===== src/design/f16acc_pkg.sv =====
// Package: shared types and helpers for the fp16-into-fp32 accumulate pipeline
`default_nettype none
package f16acc_pkg;
    localparam int unsigned DataWidth = 48;
    localparam int unsigned SumWidth  = 32;
    localparam logic [31:0] DefaultNan = 32'h7FC0_0000;
    localparam logic [31:0] QuietBit   = 32'h0040_0000;

    // Stage 1 to stage 2: aligned operands
    typedef struct packed {
        logic        special;
        logic [31:0] special_val;
        logic        sign;
        logic        sub;
        logic [7:0]  exp;
        logic [31:0] ma;
        logic [31:0] mb;
        logic        last;
    } align_t;

    // Stage 2 to stage 3: raw sum
    typedef struct packed {
        logic        special;
        logic [31:0] special_val;
        logic        sign;
        logic        zero;
        logic [8:0]  exp;
        logic [31:0] sum;
        logic        last;
    } addr_t;

    typedef struct packed {
        logic [31:0] sum_bits;
        logic        last;
    } res_t;

    // Leading-zero count of a 32-bit word
    function automatic logic [5:0] lzc32(input logic [31:0] v);
        logic [5:0] n;
        logic       found;
        n = 6'd32;
        found = 1'b0;
        for (int i = 31; i >= 0; i--) begin
            if (!found && v[i]) begin
                n = 6'(31 - i);
                found = 1'b1;
            end
        end
        return n;
    endfunction
endpackage
`default_nettype wire


===== src/design/f16acc_align.sv =====
// Stage 1: widen the half operand, resolve special cases, align the mantissas
`default_nettype none
module f16acc_align (
    input  wire logic [31:0]      acc,
    input  wire logic [15:0]      half,
    input  wire logic             last,
    output f16acc_pkg::align_t    aln
);
    import f16acc_pkg::*;

    logic [31:0] b_w, a, b;
    logic [5:0]  hz;
    logic [9:0]  hm;
    logic        a_nan, b_nan, a_inf, b_inf, swap;
    logic [7:0]  ea, eb, d;
    logic [31:0] ma, mb, shifted, lostmask;

    always_comb begin
        hz = lzc32({22'd0, half[9:0]}) - 6'd22;
        hm = 10'(half[9:0] << (hz + 6'd1));
        if (half[14:10] == 5'h1F) begin
            b_w = {half[15], 8'hFF, half[9:0], 13'd0};
        end else if (half[14:10] == 5'd0) begin
            if (half[9:0] == 10'd0) begin
                b_w = {half[15], 31'd0};
            end else begin
                b_w = {half[15], 8'(8'd112 - {2'd0, hz}), hm, 13'd0};
            end
        end else begin
            b_w = {half[15], 8'({3'd0, half[14:10]} + 8'd112), half[9:0], 13'd0};
        end
        a_nan = (acc[30:23] == 8'hFF) && (acc[22:0] != 23'd0);
        b_nan = (b_w[30:23] == 8'hFF) && (b_w[22:0] != 23'd0);
        a_inf = acc[30:0] == 31'h7F80_0000;
        b_inf = b_w[30:0] == 31'h7F80_0000;
        swap  = b_w[30:0] > acc[30:0];
        a = swap ? b_w : acc;
        b = swap ? acc : b_w;
        ea = (a[30:23] != 8'd0) ? a[30:23] : 8'd1;
        eb = (b[30:23] != 8'd0) ? b[30:23] : 8'd1;
        ma = {1'b0, a[30:23] != 8'd0, a[22:0], 7'd0};
        mb = {1'b0, b[30:23] != 8'd0, b[22:0], 7'd0};
        d  = ea - eb;
        lostmask = (32'd1 << d[4:0]) - 32'd1;
        if (d >= 8'd32) begin
            shifted = {31'd0, mb != 32'd0};
        end else begin
            shifted  = (mb >> d[4:0]) | {31'd0, (mb & lostmask) != 32'd0};
        end
        aln.special = a_nan || b_nan || a_inf || b_inf;
        if (a_nan)
            aln.special_val = acc | QuietBit;
        else if (b_nan)
            aln.special_val = b_w | QuietBit;
        else if (a_inf && b_inf && (acc[31] != b_w[31]))
            aln.special_val = DefaultNan;
        else if (a_inf)
            aln.special_val = acc;
        else
            aln.special_val = b_w;
        aln.sign = a[31];
        aln.sub  = a[31] != b[31];
        aln.exp  = ea;
        aln.ma   = ma;
        aln.mb   = shifted;
        aln.last = last;
    end
endmodule
`default_nettype wire


===== src/design/f16acc_add.sv =====
// Stage 2: add or subtract the aligned mantissas
`default_nettype none
module f16acc_add (
    input  wire f16acc_pkg::align_t aln,
    output f16acc_pkg::addr_t       add
);
    import f16acc_pkg::*;

    logic [31:0] s;

    always_comb begin
        s = aln.sub ? (aln.ma - aln.mb) : (aln.ma + aln.mb);
        add.special     = aln.special;
        add.special_val = aln.special_val;
        add.zero        = s == 32'd0;
        add.sign        = (s == 32'd0) ? (aln.sign && !aln.sub) : aln.sign;
        add.exp         = {1'b0, aln.exp};
        add.sum         = s;
        add.last        = aln.last;
    end
endmodule
`default_nettype wire


===== src/design/f16acc_round.sv =====
// Stage 3: normalise, round to nearest even and pack the result
`default_nettype none
module f16acc_round (
    input  wire f16acc_pkg::addr_t add,
    output f16acc_pkg::res_t       res
);
    import f16acc_pkg::*;

    logic [5:0]  lz, sh;
    logic [31:0] n;
    logic [8:0]  e;
    logic [6:0]  rem;
    logic [24:0] m;

    always_comb begin
        lz = lzc32(add.sum);
        n  = add.sum;
        e  = add.exp;
        sh = 6'd0;
        if (add.sum[31]) begin
            n = {1'b0, add.sum[31:2], add.sum[1] | add.sum[0]};
            e = add.exp + 9'd1;
        end else if (lz > 6'd1) begin
            sh = ((add.exp - 9'd1) < {3'd0, lz - 6'd1}) ? 6'(add.exp - 9'd1) : lz - 6'd1;
            n  = add.sum << sh;
            e  = add.exp - {3'd0, sh};
        end
        rem = n[6:0];
        m   = {1'b0, n[30:7]};
        if (rem > 7'h40 || (rem == 7'h40 && m[0]))
            m = m + 25'd1;
        if (m[24]) begin
            m = m >> 1;
            e = e + 9'd1;
        end
        res.last = add.last;
        if (add.special)
            res.sum_bits = add.special_val;
        else if (add.zero)
            res.sum_bits = {add.sign, 31'd0};
        else if (e >= 9'd255)
            res.sum_bits = {add.sign, 8'hFF, 23'd0};
        else
            res.sum_bits = {add.sign, m[23] ? e[7:0] : 8'd0, m[22:0]};
    end
endmodule
`default_nettype wire


===== src/design/fp16_accumulate_into_fp32.sv =====
// Top level: three-stage fp16-widen and fp32-add stream pipeline
// Path: an input transaction is registered in aln_reg, add_reg and res_reg in turn; res_reg drives m_tdata.
// Throughput: one transaction per cycle while m_tready holds; each stage advances when the next is free.
// Output register acts as the final stage; a stall holds each full stage with no empty stage ahead of it.
// Reset: aresetn (synchronous, active low) clears all stage valid bits.
`default_nettype none
module fp16_accumulate_into_fp32 (
    input  wire logic                            aclk,
    input  wire logic                            aresetn,
    input  wire logic                            s_tvalid,
    output logic                                 s_tready,
    // [31:0] accumulator_bits, [47:32] addend_bits
    input  wire logic [f16acc_pkg::DataWidth-1:0] s_tdata,
    input  wire logic                            s_tlast,  // last_element
    output logic                                 m_tvalid,
    input  wire logic                            m_tready,
    output logic [f16acc_pkg::SumWidth-1:0]      m_tdata,  // [31:0] sum_bits
    output logic                                 m_tlast   // last_out
);
    import f16acc_pkg::*;

    align_t aln_next, aln_reg;
    addr_t  add_next, add_reg;
    res_t   res_next, res_reg;
    logic   v1_reg, v2_reg, v3_reg;
    logic   adv1, adv2, adv3;

    f16acc_align u_align (.acc(s_tdata[31:0]), .half(s_tdata[47:32]), .last(s_tlast),
                          .aln(aln_next));
    f16acc_add   u_add   (.aln(aln_reg), .add(add_next));
    f16acc_round u_round (.add(add_reg), .res(res_next));

    // Each stage advances when the stage ahead is empty or moving
    assign adv3     = !v3_reg || m_tready;
    assign adv2     = !v2_reg || adv3;
    assign adv1     = !v1_reg || adv2;
    assign s_tready = adv1;

    always_ff @(posedge aclk) begin
        if (!aresetn) begin
            v1_reg <= 1'b0;
            v2_reg <= 1'b0;
            v3_reg <= 1'b0;
        end else begin
            if (adv1) v1_reg <= s_tvalid;
            if (adv2) v2_reg <= v1_reg;
            if (adv3) v3_reg <= v2_reg;
        end
    end

    always_ff @(posedge aclk) begin
        if (adv1) aln_reg <= aln_next;
        if (adv2) add_reg <= add_next;
        if (adv3) res_reg <= res_next;
    end

    assign m_tvalid = v3_reg;
    assign m_tdata  = res_reg.sum_bits;
    assign m_tlast  = res_reg.last;

    // Hold a stalled result
    a_hold: assert property (@(posedge aclk) disable iff (!aresetn)
        m_tvalid && !m_tready |=> m_tvalid && $stable(m_tdata))
        else $error("result changed under stall");
    // A full pipe under stall refuses input
    a_full: assert property (@(posedge aclk) disable iff (!aresetn)
        v1_reg && v2_reg && v3_reg && !m_tready |-> !s_tready)
        else $error("input accepted into full pipeline");
    // Stage 2 follows stage 1 when advancing
    a_flow: assert property (@(posedge aclk) disable iff (!aresetn)
        adv2 && v1_reg |=> v2_reg)
        else $error("item lost between stages");
endmodule
`default_nettype wire

===== config.mk =====
export PLATFORM = sky130hd
export DESIGN_NAME = fp16_accumulate_into_fp32
export DESIGN_NICKNAME = d
export VERILOG_FILES = /design/src/design/f16acc_pkg.sv /design/src/design/f16acc_align.sv /design/src/design/f16acc_add.sv /design/src/design/f16acc_round.sv /design/src/design/fp16_accumulate_into_fp32.sv
export SDC_FILE = /design/constraint.sdc
export NUM_CORES = 1
export LEC_CHECK = 0
export ABC_AREA = 0
export BUFFER_PORTS_ARGS = -buffer_cell sky130_fd_sc_hd__buf_2
export CAP_MARGIN = 40
export CELL_PAD_IN_SITES_DETAIL_PLACEMENT = 1
export CELL_PAD_IN_SITES_GLOBAL_PLACEMENT = 1
export CORE_MARGIN = 2
export CORE_UTILIZATION = 50
export DETAILED_ROUTE_END_ITERATION = 16
export PLACE_DENSITY = 0.81
export SETUP_SLACK_MARGIN = 0.5
export SYNTH_ARGS = -nofsm -noshare
export SYNTH_HDL_FRONTEND = slang
export SYNTH_SLANG_ARGS = --single-unit

===== constraint.sdc =====
create_clock -name aclk -period 21 [get_ports aclk]
set_input_delay 4.2 -clock aclk [delete_from_list [all_inputs] [get_ports aclk]]
set_output_delay 4.2 -clock aclk [all_outputs]
set_load 0.01 [all_outputs]

==> summary.txt, run 1 <==
Run status - completed
Total global routing track utilization - 0.3528
Cells taking the most area after synthesis - sky130_fd_sc_hd__edfxtp_1 34%, sky130_fd_sc_hd__ha_1 6.1%, sky130_fd_sc_hd__a21oi_1 4.0%, sky130_fd_sc_hd__nor2_1 3.7%, sky130_fd_sc_hd__mux2i_1 3.7%
Max IR drop VDD - 0.06618 mV
Die width - 196.5 um
Clock Path Buffers - 3
Maximum number of pins on one net before global-route repair - 86
Area growth, synth to finish - 9.297%
Final routed DRC violation total - 0
Footprint of the multi-input gates - 0.01123 mm^2
Sequential share of the synthesized area - 0.3405
Detail-routed via count per cell - 6.920
Placed Instance Area - 0.01937 mm^2
Overall power - 0.003184 W
Initial antenna violation count - 3
Routed wl met2 - 32810 um
Port-buffer cells - 87
Maximum operating frequency - 78.53 MHz
Clock sink total - 211
Layout cell share with drive strength beyond 1 - 0.1149
Total number of vias - 18130
Vias in the first global route - 17960
Cell accounting for the most synthesized area - sky130_fd_sc_hd__edfxtp_1
Total met3 wirelength after detailed routing - 4921 um
Hold buffers post-CTS - 0
Wire per inst - 26.52 um
Slowest stage cell, crit path - sky130_fd_sc_hd__ha_1
Power density relative to cell area - 157.3 mW/mm^2
Buffers inserted by post-CTS timing repair - 0
# rows - 70
Final-report max-slew violation count - 0
Leading cell type by number of instances after synthesis - sky130_fd_sc_hd__edfxtp_1
Critical path start-end classification - in -> reg
# IOs - 88
TritonCTS clock tree - yes
Overall routed net length - 69490 um
Fraction of registers with async set or reset after synthesis - 0
CP Data Arrival Time - 13.02 ns
Synthesis warning total - 0
CP Launch Type - primary input
Placeable core area - 0.03652 mm^2
Starting Density - 0.5071
Number of instances in the synthesized netlist - 2120
Most instantiated cells after synthesis - 208 x sky130_fd_sc_hd__edfxtp_1, 184 x sky130_fd_sc_hd__nor2_1, 181 x sky130_fd_sc_hd__nand2_1
Total global routing overflow - 0
Synthesized area divided by synthesized cell count - 8.735 um^2
Max-slew headroom at the worst pin - 0.3533
Layout Nets - 2276
Synthesized Nets - 2265
Primary FF master, synth - sky130_fd_sc_hd__edfxtp_1
Number of flops mapped to enable cells by yosys - 208
Global placer's final weighted congestion - 1.011
Worst hold margin - 0.4174 ns
Depth of the CTS H-tree - 1
Number of library cell types mapped by synthesis - 96
Residual antenna-violating net count after detailed routing - 0
Flip-flop count of the largest register after layout - 99
Total instance count after detailed placement - 2570
Unrepaired setup endpoints after global routing - false
Non-filler cells in the finished layout - 2620
Setup slack, reg-to-reg - 10.23 ns
Top cell type's share of synthesized area - 0.3373
Leakage power - 7.814 nW
Latest clock arrival within the worst-skew pair - 0.54 ns
DIE HEIGHT - 196.5 um
Worst hold path type - reg -> reg
Combined area of all synthesized cells - 0.01852 mm^2
Cell occurring most often along the worst timing path - sky130_fd_sc_hd__a21oi_1
Clock transition at the registers of the reported paths - 0.08 ns
First-iteration detailed-routing DRC count - 1729
Worst Max-Slew Pin Slew - 0.9619 ns
FF/Latch Area - 0.006306 mm^2
Highest routing layer actually used - met5
CTS Buf Count - 24
Critical Path RT - 21.29 ns
Floorplan die area - 0.03859 mm^2
Max capacitance violation total - 0
Fillers - 4286
Final instance area - 0.02024 mm^2
First-pass GRT wire length - 106900 um
Number of failing setup endpoints in the final timing report - 0
Min Clock Period, post-route - 12.73 ns
Total of cells resized after clock tree synthesis - 0
Highest cell delay on the worst timing path - 0.73 ns
Clock root buffer - sky130_fd_sc_hd__clkbuf_16
Worst Skew - 0.04051 ns
M1 WL - 28510 um
Critical path capture point type - flop
Number of optimization iterations in the first detailed-route pass - 6
Hold Fails Final Rpt - 0
Synthesis-stage register bit count - 211
Post-DP HPWL - 51140 um
Final critical-path share of the clock period - 0.6064
Crit-path max FO - 85
Sum of negative setup slack - 0 ns
path summary, 6_finish.rpt:
kind                                              end  depth (start not counted)                   from
worst max-delay path             aln_reg[1]$_DFFE_PP_                         43            s_tdata[33]
worst min-delay path            add_reg[48]$_DFFE_PP_                          0  aln_reg[79]$_DFFE_PP_
worst max register to register  m_tdata[17]$_DFFE_PP_                         30  add_reg[32]$_DFFE_PP_
worst min register to register  add_reg[48]$_DFFE_PP_                          0  aln_reg[79]$_DFFE_PP_
metal layers:
layer / vias to the layer above / global-route usage
met3: 204 / 0.04637
met5: - / 0
met1: 8961 / 0.4580
met4: 2 / 0.1588
li1: 8086 / -
met2: 877 / 0.5898
where the power goes:
part	switching (W)	leakage (nW)	internal, W
Clock	0.000177	0.398	0.000273
Combinational	0.00130	5.07	0.000689
Sequential	0.000149	2.34	0.000600
cell families after synthesis:
family / Yosys count / synth area share
AO/OA/AOI/OAI: 676 / 0.2520
XOR/XNOR: 90 / 0.04256
buffers and inverters: 269 / 0.05675
multiplexers: 101 / 0.06425
flip-flops: 211 / 0.3405
adder cells (fa/ha/maj): 93 / 0.06351
AND/OR/NAND/NOR: 680 / 0.1804
per-stage QoR:
stage	setup slack, ns	utilization
2_1_floorplan	8.313	-
3_3_place_gp	8.257	0.5273
3_5_place_dp	7.893	0.5303
4_1_cts	8.424	0.5536
5_1_grt	7.642	0.5540
6_report	8.267	0.5542
layout make-up:
type,count,share of cell area
Multi-Input combinational cell,1640,0.5547
Sequential cell,211,0.3116
Inverter,128,0.02374
Clock buffer,25,0.02986
Antenna cell,3,0.0003709
Timing Repair Buffer,126,0.03870
Clock inverter,19,0.01218
Tap cell,468,0.02893
cells in the final DEF (no fill, tap or decap), drive strengths merged, types with 9 or more instances in the layout:
cell type and n:
nand3 52, nor2 184, a31oi 31, a211oi 59
or4 16, nand4 19, or3 15, nor3 61
clkbuf 27, a21oi 148, nor4 41, o22ai 9
and3 10, xnor2 62, a2111oi 38, and2 22
xor2 28, a221oi 32, o21ai 131, nor2b 26
edfxtp 208, o211ai 22, mux2i 69, o31ai 20
nand2 181, a22oi 17, clkinv 9, buf 122
inv 128, mux2 20, o21bai 16, ha 90
o221ai 9, nand2b 25, a32o 14, mux4 12
a22o 21, a21o 23
critical path: cells and delay by family:
family,cells,cell delay [ns]
simple gates,16,2.58
fa+ha+maj,4,1.76
compound gates,17,2.49
buf+inv,5,1.33
mux,1,0.62
No activity file was read; power rests on OpenSTA's default activity.
==> run 2, diff against run 1 <==
--- a/config.mk
+++ b/config.mk
@@ -11,9 +11,9 @@
 export CELL_PAD_IN_SITES_DETAIL_PLACEMENT = 1
 export CELL_PAD_IN_SITES_GLOBAL_PLACEMENT = 1
 export CORE_MARGIN = 2
-export CORE_UTILIZATION = 50
+export CORE_UTILIZATION = 49
 export DETAILED_ROUTE_END_ITERATION = 16
-export PLACE_DENSITY = 0.81
+export PLACE_DENSITY = 0.79
 export SETUP_SLACK_MARGIN = 0.5
 export SYNTH_ARGS = -nofsm -noshare
 export SYNTH_HDL_FRONTEND = slang
==> constraint.sdc (replaced) <==
create_clock -name aclk -period 11.9 [get_ports aclk]
set_input_delay 2.38 -clock aclk [delete_from_list [all_inputs] [get_ports aclk]]
set_output_delay 2.38 -clock aclk [all_outputs]
set_load 0.01 [all_outputs]
==> run 2 against run 1 <==
Compared with the run above:
- core utilization fell by 1.2 points
- register-to-register slack got worse by 8.7 ns
- die area rose by 2.0%
- final cell count rose by 1.8%
- critical path depth fell by 5
- combinational power rose by 79%
- clock power rose by 69%
- hold slack improved by 0.0059 ns
- via count fell by 1.4%
- wire length rose by 3.0%
- clock-buffer cell count rose by 3
- largest cell class unchanged
- largest power group unchanged
- highest routed layer is now met4
==> summary.txt, run 2 (synthesized netlist as in run 1, its figures left out) <==
CTS Buf Count - 24
Detail-routed via count per cell - 6.701
Maximum operating frequency - 95.20 MHz
Run status - completed
Clock Path Buffers - 3
CP Launch Type - primary input
Hold Fails Final Rpt - 0
Max-slew headroom at the worst pin - 0.3861
Starting Density - 0.4952
Overall routed net length - 71560 um
Number of failing setup endpoints in the final timing report - 0
Number of optimization iterations in the first detailed-route pass - 5
Critical path capture point type - flop
First-iteration detailed-routing DRC count - 1584
Residual antenna-violating net count after detailed routing - 0
Crit-path max FO - 36
Buffers inserted by post-CTS timing repair - 0
Leakage power - 7.823 nW
Placed Instance Area - 0.01947 mm^2
Clk pwr share - 0.134
Sum of negative setup slack - 0 ns
Max IR drop VDD - 0.1574 mV
Hold path cells - 0
Beginning of the worst hold path - aln_reg[107]$_DFFE_PP_
Maximum number of pins on one net before global-route repair - 63
Final-report max-slew violation count - 0
Worst hold path type - reg -> reg
Final critical-path share of the clock period - 0.8827
Die width - 198.4 um
Wire per inst - 26.82 um
Worst Skew - 0.02623 ns
Clock transition at the registers of the reported paths - 0.08 ns
Cell occurring most often along the worst timing path - sky130_fd_sc_hd__a21o_1
DIE HEIGHT - 198.4 um
Total global routing track utilization - 0.3606
Total global routing overflow - 0
Post-DP HPWL - 54080 um
Layout Nets - 2284
# rows - 71
Most common library cell in the layout ignoring fill and taps - sky130_fd_sc_hd__edfxtp_1
CP Data Arrival Time - 10.80 ns
Port-buffer cells - 87
Total instance count after detailed placement - 2624
Vias in the first global route - 18030
Proportion of power drawn by flip-flops and latches - 0.235
Internal power summed over all cells - 0.002727 W
Most frequent cells in the layout - 208 x sky130_fd_sc_hd__edfxtp_1, 184 x sky130_fd_sc_hd__nor2_1, 179 x sky130_fd_sc_hd__nand2_1
Net load switching power - 0.002913 W
Final instance area - 0.02027 mm^2
Critical path start-end classification - in -> reg
Clock sink total - 211
Worst hold endpoint - add_reg[76]$_DFFE_PP_
Flip-flop count of the largest register after layout - 99
Layout cell share with drive strength beyond 1 - 0.1160
Global placer's final weighted congestion - 1.024
Non-filler cells in the finished layout - 2668
Logic gate share of total power - 0.631
Hold buffers post-CTS - 0
Highest cell delay on the worst timing path - 0.46 ns
Reg2Reg Depth - 31
Unrepaired setup endpoints after global routing - false
Slowest stage cell, crit path - sky130_fd_sc_hd__fa_1
Critical Path RT - 12.19 ns
Worst R2R End - m_tdata[11]$_DFFE_PP_
Final routed DRC violation total - 0
Power density relative to cell area - 278.2 mW/mm^2
Worst Max-Slew Pin Slew - 0.9209 ns
Max capacitance violation total - 0
Latest clock arrival within the worst-skew pair - 0.55 ns
Setup slack, reg-to-reg - 1.56 ns
# IOs - 88
Source of the worst register-to-register timing path - add_reg[32]$_DFFE_PP_
TritonCTS clock tree - yes
Total number of vias - 17880
Area growth, synth to finish - 9.465%
Initial antenna violation count - 2
Placeable core area - 0.03740 mm^2
Min Clock Period, post-route - 10.50 ns
Fraction of power spent switching nets - 0.5165
Depth of the CTS H-tree - 1
Clock root buffer - sky130_fd_sc_hd__clkbuf_16
First-pass GRT wire length - 109000 um
Floorplan die area - 0.03936 mm^2
[run 2: cell types whose count changed in the layout (fill, tap and decap cells not counted), moves of 2 or more]
cell | before | now
sky130_fd_sc_hd__buf_4 | 30 | 43
sky130_fd_sc_hd__diode_2 | 3 | 1
sky130_fd_sc_hd__bufinv_16 | 5 | 3
sky130_fd_sc_hd__clkinv_1 | 5 | 7
sky130_fd_sc_hd__clkinvlp_4 | 5 | 2
sky130_fd_sc_hd__clkbuf_1 | 1 | 4
sky130_fd_sc_hd__clkbuf_2 | 2 | 0
[run 2: power by group through the flow]
| stage | clock network, W | logic [W] | registers [W] |
|---|---|---|---|
| 6_report | 0.000757 | 0.00356 | 0.00133 |
| 5_1_grt | 0.000789 | 0.00379 | 0.00134 |
| 4_1_cts | 0.000763 | 0.00346 | 0.00131 |
| 3_5_place_dp | 0 | 0.00344 | 0.00133 |
| 3_3_place_gp | 0 | 0.00334 | 0.00131 |
| 2_1_floorplan | 0 | 0.00240 | 0.00116 |
[run 2: critical path, delay by kind of cell]
family	cells	cell delay [ns]
compound gates	17	2.74
xor+xnor	3	0.77
fa+ha+maj	4	1.31
buf+inv	2	0.38
simple gates	12	3.21
[run 2: worst max-delay path by stage]
stage                      from                       end  slack [ns]  depth (start not counted)
floorplan           s_tdata[33]  aln_reg[7]$_SDFFCE_PP0P_        1.03                         41
global placement    s_tdata[32]      aln_reg[1]$_DFFE_PP_        1.13                         41
detailed placement  s_tdata[32]      aln_reg[1]$_DFFE_PP_        0.73                         37
CTS                 s_tdata[32]      aln_reg[1]$_DFFE_PP_        1.25                         37
global route        s_tdata[32]      aln_reg[1]$_DFFE_PP_        0.65                         40
finish              s_tdata[32]      aln_reg[1]$_DFFE_PP_        1.40                         38
[run 2: cell type report]
class | instances | area (um^2)
Inverter | 128 | 480.5
Clock inverter | 15 | 168.9
Sequential cell | 211 | 6306
Clock buffer | 28 | 615.6
Antenna cell | 1 | 2.502
Timing Repair Buffer | 134 | 827.0
Tap cell | 511 | 639.4
Fill cell | 4379 | 17130
Multi-Input combinational cell | 1640 | 11230
[run 2: metal layers]
layer | vias to the layer above | track usage | part of all wire
met1 | 8888 | 0.4580 | 0.41
met5 | - | 0 | 0
li1 | 8092 | - | -
met2 | 710 | 0.6239 | 0.49
met4 | 0 | 0.1426 | 0.042
met3 | 187 | 0.04544 | 0.060
[run 2: timing repair]
| action | in CTS | in global routing |
|---|---|---|
| endpoints found under the setup margin | 0 | 1 |
| hold endpoints to repair | 0 | 0 |
| gates resized for setup | 0 | 2 |
[run 2: through the flow]
stage | utilization | power, W | hold WS (ns) | setup slack [ns]
finish | 0.5420 | 0.005640 | 0.4233 | 1.395
floorplan | - | 0.003561 | 0.4003 | 1.033
global placement | 0.5189 | 0.004655 | 0.4019 | 1.127
global route | 0.5420 | 0.005920 | 0.4313 | 0.6496
detailed placement | 0.5207 | 0.004761 | 0.4063 | 0.7312
CTS | 0.5417 | 0.005540 | 0.4238 | 1.247
